File: config.mk
export PLATFORM = sky130hd
export DESIGN_NAME = binary_to_balanced_ternary
export DESIGN_NICKNAME = d
export VERILOG_FILES = /design/src/hw/rtl/b2bt_pkg.sv /design/src/hw/rtl/binary_to_balanced_ternary.sv /design/src/hw/rtl/b2bt_div3.sv
export SDC_FILE = /design/constraint.sdc
export NUM_CORES = 1
export LEC_CHECK = 0
export BUFFER_PORTS_ARGS = -buffer_cell sky130_fd_sc_hd__buf_2
export CAP_MARGIN = 30
export CORE_MARGIN = 3
export CORE_UTILIZATION = 45
export DETAILED_ROUTE_END_ITERATION = 10
export HOLD_SLACK_MARGIN = 0.06
export PLACE_DENSITY_LB_ADDON = 0.1
export SYNTH_ARGS = -nofsm -noshare
export SYNTH_HDL_FRONTEND = slang
export SYNTH_SLANG_ARGS = --single-unit
File: constraint.sdc
create_clock -name clock -period 18.4 [get_ports clock]
set_clock_uncertainty 0.1 [all_clocks]
set_input_delay 0.92 -clock clock [delete_from_list [all_inputs] [get_ports clock]]
set_output_delay 0.92 -clock clock [all_outputs]
set_load 0.01 [all_outputs]
File: src/hw/rtl/b2bt_pkg.sv
// Package for the binary to balanced ternary converter.
// Holds widths, the divide-by-three reciprocal, digit codes and the step result type.
// No dependencies.
package b2bt_pkg;

   localparam int VALUE_WIDTH     = 32;
   localparam int MAX_TRITS       = 21;
   localparam int MAG_WIDTH       = VALUE_WIDTH + 1;
   localparam int QUOT_WIDTH      = VALUE_WIDTH - 1;
   localparam int COUNT_WIDTH     = $clog2(MAX_TRITS + 1);
   localparam int INDEX_WIDTH     = $clog2(MAX_TRITS);
   localparam int TRIT_WIDTH      = 2;
   localparam int REQ_TDATA_WIDTH = ((VALUE_WIDTH + 7) / 8) * 8;
   localparam int RSP_TDATA_WIDTH = ((TRIT_WIDTH + 7) / 8) * 8;

   // ceil(2^(W+1) / 3): exact floor(t / 3) as (t * RECIP) >> (W+1) for any W-bit t
   localparam logic [VALUE_WIDTH+1:0] RECIP_WIDE =
      (({{(VALUE_WIDTH+1){1'b0}}, 1'b1} << (VALUE_WIDTH + 1)) + (VALUE_WIDTH+2)'(2)) /
      (VALUE_WIDTH+2)'(3);
   localparam logic [VALUE_WIDTH-1:0] RECIP = RECIP_WIDE[VALUE_WIDTH-1:0];

   localparam logic [TRIT_WIDTH-1:0] TRIT_ZERO  = 2'b00;
   localparam logic [TRIT_WIDTH-1:0] TRIT_PLUS  = 2'b01;
   localparam logic [TRIT_WIDTH-1:0] TRIT_MINUS = 2'b11;

   typedef struct packed {
      logic [QUOT_WIDTH-1:0] quot;
      logic [1:0]            rem;
   } step_type;

endpackage

File: src/hw/rtl/binary_to_balanced_ternary.sv
// Top level: signed binary to balanced ternary, digits out most significant first.
// Depends on b2bt_pkg and b2bt_div3.
//
//   channel  dir  tdata fields (low bit up)   tuser  tlast
//   req_     in   number[31:0]                -      -
//   rsp_     out  trit[1:0], zero pad [7:2]   -      last digit
//
// An item of n digits (1..21) is accepted, then goes through the shared
// divide-by-three unit (one digit per cycle), then leaves as n output transfers.
// req_tready is high only while idle; the next item is taken while the final
// digit still sits in the output register.
// rsp_tready low holds the output register and pauses digit emission.
// Synchronous active-high reset clears the sequencer and the output valid.
module binary_to_balanced_ternary (
   input  logic                                  clock,
   input  logic                                  reset,
   input  logic                                  req_tvalid,
   output logic                                  req_tready,
   input  logic [b2bt_pkg::REQ_TDATA_WIDTH-1:0]  req_tdata,  // number[31:0]
   output logic                                  rsp_tvalid,
   input  logic                                  rsp_tready,
   output logic [b2bt_pkg::RSP_TDATA_WIDTH-1:0]  rsp_tdata,  // trit[1:0], zero [7:2]
   output logic                                  rsp_tlast
);
   import b2bt_pkg::*;

   localparam logic [1:0] ST_IDLE = 2'd0;
   localparam logic [1:0] ST_CONV = 2'd1;
   localparam logic [1:0] ST_EMIT = 2'd2;

   logic [1:0]             state_ff, state_in;
   logic [COUNT_WIDTH-1:0] count_ff, count_in;
   logic [MAG_WIDTH-1:0]   mag_ff, mag_in;
   logic                   neg_ff, neg_in;
   logic                   rsp_valid_ff, rsp_valid_in;
   logic [TRIT_WIDTH-1:0]  rsp_trit_ff, rsp_trit_in;
   logic                   rsp_last_ff, rsp_last_in;
   logic [TRIT_WIDTH-1:0]  store_ff [MAX_TRITS];

   logic [VALUE_WIDTH-1:0] dividend;
   step_type               step;
   logic [TRIT_WIDTH-1:0]  trit;
   logic [COUNT_WIDTH-1:0] count_plus;
   logic [COUNT_WIDTH-1:0] count_minus;
   logic                   slot_free;
   logic                   req_fire;

   assign dividend    = mag_ff[VALUE_WIDTH-1:0] + VALUE_WIDTH'(1);
   assign count_plus  = count_ff + COUNT_WIDTH'(1);
   assign count_minus = count_ff - COUNT_WIDTH'(1);
   assign slot_free   = !rsp_valid_ff || rsp_tready;
   assign req_tready  = (state_ff == ST_IDLE);
   assign req_fire    = req_tvalid && req_tready;

   b2bt_div3 u_div3 (
      .dividend (dividend),
      .result   (step)
   );

   // remainder of (m+1)/3, less one, is the digit; sign flips it
   always_comb begin
      unique case (step.rem)
         2'd0: begin
            trit = neg_ff ? TRIT_PLUS : TRIT_MINUS;
         end
         2'd1: begin
            trit = TRIT_ZERO;
         end
         2'd2: begin
            trit = neg_ff ? TRIT_MINUS : TRIT_PLUS;
         end
         default: begin
            trit = TRIT_ZERO;
         end
      endcase
   end

   always_comb begin
      state_in     = state_ff;
      count_in     = count_ff;
      mag_in       = mag_ff;
      neg_in       = neg_ff;
      rsp_valid_in = rsp_valid_ff && !rsp_tready;
      rsp_trit_in  = rsp_trit_ff;
      rsp_last_in  = rsp_last_ff;
      unique case (state_ff)
         ST_IDLE: begin
            if (req_fire) begin
               neg_in   = req_tdata[VALUE_WIDTH-1];
               mag_in   = req_tdata[VALUE_WIDTH-1]
                        ? -{req_tdata[VALUE_WIDTH-1], req_tdata[VALUE_WIDTH-1:0]}
                        :  {1'b0, req_tdata[VALUE_WIDTH-1:0]};
               count_in = '0;
               state_in = ST_CONV;
            end
         end
         ST_CONV: begin
            mag_in   = MAG_WIDTH'(step.quot);
            count_in = count_plus;
            if (step.quot == '0 || count_plus == COUNT_WIDTH'(MAX_TRITS)) begin
               state_in = ST_EMIT;
            end
         end
         ST_EMIT: begin
            if (slot_free) begin
               rsp_valid_in = 1'b1;
               rsp_trit_in  = store_ff[count_minus[INDEX_WIDTH-1:0]];
               rsp_last_in  = (count_ff == COUNT_WIDTH'(1));
               count_in     = count_minus;
               if (count_ff == COUNT_WIDTH'(1)) begin
                  state_in = ST_IDLE;
               end
            end
         end
         default: begin
            state_in = ST_IDLE;
         end
      endcase
   end

   always_ff @(posedge clock) begin
      if (reset) begin
         state_ff     <= ST_IDLE;
         count_ff     <= '0;
         rsp_valid_ff <= 1'b0;
      end else begin
         state_ff     <= state_in;
         count_ff     <= count_in;
         rsp_valid_ff <= rsp_valid_in;
      end
   end

   always_ff @(posedge clock) begin
      mag_ff      <= mag_in;
      neg_ff      <= neg_in;
      rsp_trit_ff <= rsp_trit_in;
      rsp_last_ff <= rsp_last_in;
      if (state_ff == ST_CONV) begin
         store_ff[count_ff[INDEX_WIDTH-1:0]] <= trit;
      end
   end

   assign rsp_tvalid = rsp_valid_ff;
   assign rsp_tdata  = RSP_TDATA_WIDTH'(rsp_trit_ff);
   assign rsp_tlast  = rsp_last_ff;

endmodule

File: src/hw/rtl/b2bt_div3.sv
// Divide-by-three unit: quotient by reciprocal multiply, remainder by back-multiply.
// Depends on b2bt_pkg.
module b2bt_div3 (
   input  logic [b2bt_pkg::VALUE_WIDTH-1:0] dividend,
   output b2bt_pkg::step_type               result
);
   import b2bt_pkg::*;

   logic [2*VALUE_WIDTH-1:0] product;
   logic [QUOT_WIDTH-1:0]    quot;
   logic [VALUE_WIDTH-1:0]   quot_ext;
   logic [VALUE_WIDTH-1:0]   diff;

   assign product  = (2*VALUE_WIDTH)'(dividend) * (2*VALUE_WIDTH)'(RECIP);
   assign quot     = product[2*VALUE_WIDTH-1:VALUE_WIDTH+1];
   assign quot_ext = VALUE_WIDTH'(quot);
   assign diff     = dividend - (quot_ext << 1) - quot_ext;

   assign result.quot = quot;
   assign result.rem  = diff[1:0];

endmodule
==> results.txt <==
register bit total from synthesis: 86
clk_lat worst skew: 0.35 ns
ys flop type: edfxtp_1
Reg clk slew, reported paths: 0.07 ns
Worst path slowest cell: xnor2_1
Slew Limit Fails: 0
clock sink count: 86
Cells after Synth: 2313
RSZ-0062 raised after global routing: no
# nets final: 3075
HPWL after detailed placement: 62.4 mm
initial DRC count: 1146
H-tree depth: 3
floorplan row count: 80
I/O Buffers: 40
max_cap viols: 0
top cell type's share of synthesized area: 31.9%
r2r startpoint: mag_ff[7]
DIE AREA: 0.0517 sq mm
post-route ant nets: 0
DRC viols: 0
post-synthesis sequential area ratio: 11.4%
mapped cell area: 0.0220 sq mm
clock root cell: clkbuf_16
CTS tree: yes
CTS Buf Count: 9
commonest non-fill, non-tap cell in the layout: inv_1
synth warn: 0
Die H: 227 um
most used cell, CP: fa_1
CTS Hold Bufs: 0
most frequent cells in the layout: 546 x inv_1, 352 x ha_1, 351 x fa_1
Fmax: 0.0892 GHz
syn_area_per_cell: 9.53 sq um
Final Hold Viols: 0
Remaining Overflow, GRT: 0
gr usage total: 27.7%
CP peak stage delay: 0.89 ns
initial antenna violation count: 0
Core Area: 0.0480 sq mm
Syn-to-layout area delta: 5.30%
worst path arrival time: 11.36 ns
crit path from: mag_ff[7]
n_diodes: 0
vias in the first global route: 17.3k
hold_ws: 0.469 ns
largest cells by area after synthesis: fa_1 32%, ha_1 20%, edfxtp_1 11%
cells resized by post-CTS repair: 0
pin count of the biggest net entering global routing: 72
Period minus WS final: 11.22 ns
final setup violation count: 0
share of cells above drive strength 1: 4.02%
Worst Hold Class: flip-flop to flip-flop
Worst setup EP type: flip-flop
Placer Congestion: 1.01
Post-Route Setup TNS: 0 ns
Max Buffers Root-to-Sink: 2
crit path kind: flip-flop to flip-flop
final period utilization: 61.0%
ys async rst share: 0%
min-delay src: count_ff[1]
Critical Path RT: 18.54 ns
DR pass1 iterations: 5
routed vias: 16.2k
total wire length: 69.2 mm
pre-CTS setup slack: 7.44 ns
Starting Density: 45.9%
CP startpoint kind: flip-flop
vias per inst: 5.48
Worst Slack Setup Final: 7.18 ns
number of synthesized flops with an enable pin: 78
per-cell routed wire length: 23.4 um
worst-margin pin slew: 1.03 ns
CP max FO: 8
Netlist cell types: 72
Rel. slew slack: 30.9%
first-pass GRT wire length: 105 mm
buffers inserted by post-CTS timing repair: 0
Boundary Pins: 47
die width: 227 um
post-synth top area cell: fa_1
status: complete, no violations
-- logic make-up after synthesis --
| family | synth area share (%) |
|---|---|
| multiplexers | 1.66 |
| AO/OA/AOI/OAI | 8.80 |
| buffers and inverters | 10.2 |
| other | 0.0170 |
| adder cells (fa/ha/maj) | 51.9 |
| flip-flops | 11.4 |
| AND/OR/NAND/NOR | 9.64 |
| XOR/XNOR | 6.43 |
-- final cells by class --
class / instances / area (sq um)
clock buffer: 9 / 225
clock inverter: 7 / 56.3
fill: 4650 / 24800
inverter: 546 / 2050
multi-input combinational: 1642 / 17300
sequential: 86 / 2500
tap: 615 / 769
timing repair buffer: 50 / 283
-- state kept, by name, indices dropped and copies added (netlist names) --
signal / count
count_ff: 5
mag_ff: 32
state_ff: 2
rsp_trit_ff: 2
rsp_tlast: 1
neg_ff: 1
rsp_tvalid: 1
store_ff: 42
-- path summary, 6_finish.rpt --
| kind | to | slack (ns) | cells after the start |
|---|---|---|---|
| worst max-delay path | state_ff[1] | 7.18 | 30 |
| worst max register to register | state_ff[1] | 7.18 | 30 |
| worst min-delay path | count_ff[1] | 0.47 | 2 |
| worst min register to register | count_ff[1] | 0.47 | 2 |
-- critical path, delay by kind of cell (launching register included) --
family                     cells  cell delay [ns]
buffers and inverters          4             0.30
and+or+nand+nor                8             2.43
adders and majority gates      9             4.43
muxes                          1             0.14
AOI/OAI and AO/OA              6             1.90
xor gates and xnor gates       2             1.32
DFF                            1             0.46
-- synth_stat cells (7+ instances only) --
cell      number
a211oi_1      11
a21o_1        15
a21oi_1      113
and2_1        26
and3_1         9
clkbuf_1      35
dfxtp_1        8
edfxtp_1      78
fa_1         351
ha_1         353
inv_1        546
mux4_2        12
nand2_1      144
nand2b_1      21
nand3_1       36
nand4_1       34
nor2_1        86
nor2b_1        7
nor3_1        27
nor4_1         8
o21a_1         9
o21ai_0       79
o21bai_1       9
o31ai_1       13
or3_1         10
or4_1          8
xnor2_1      101
xor2_1        59
-- metal layers --
layer | vias up | share of wire [%] | global-route usage [%]
met1 | 7941 | 43 | 37.8
met5 | - | 0 | 0
met3 | 93 | 8.7 | 7.13
li1 | 7562 | - | -
met4 | 0 | 2.8 | 7.53
met2 | 600 | 45 | 44.2
-- metrics by stage --
stage	utilization, %	std cells	area, sq um
after floorplan	-	2318	22100
after global placement	47.7	2938	22900
after detailed placement	47.7	2939	22900
after CTS	48.3	2955	23200
after global routing	48.3	2955	23200
final	48.3	2955	23200
Power is not shown: default switching activity piles up to over one toggle a cycle in this logic, so the estimate is an artifact.
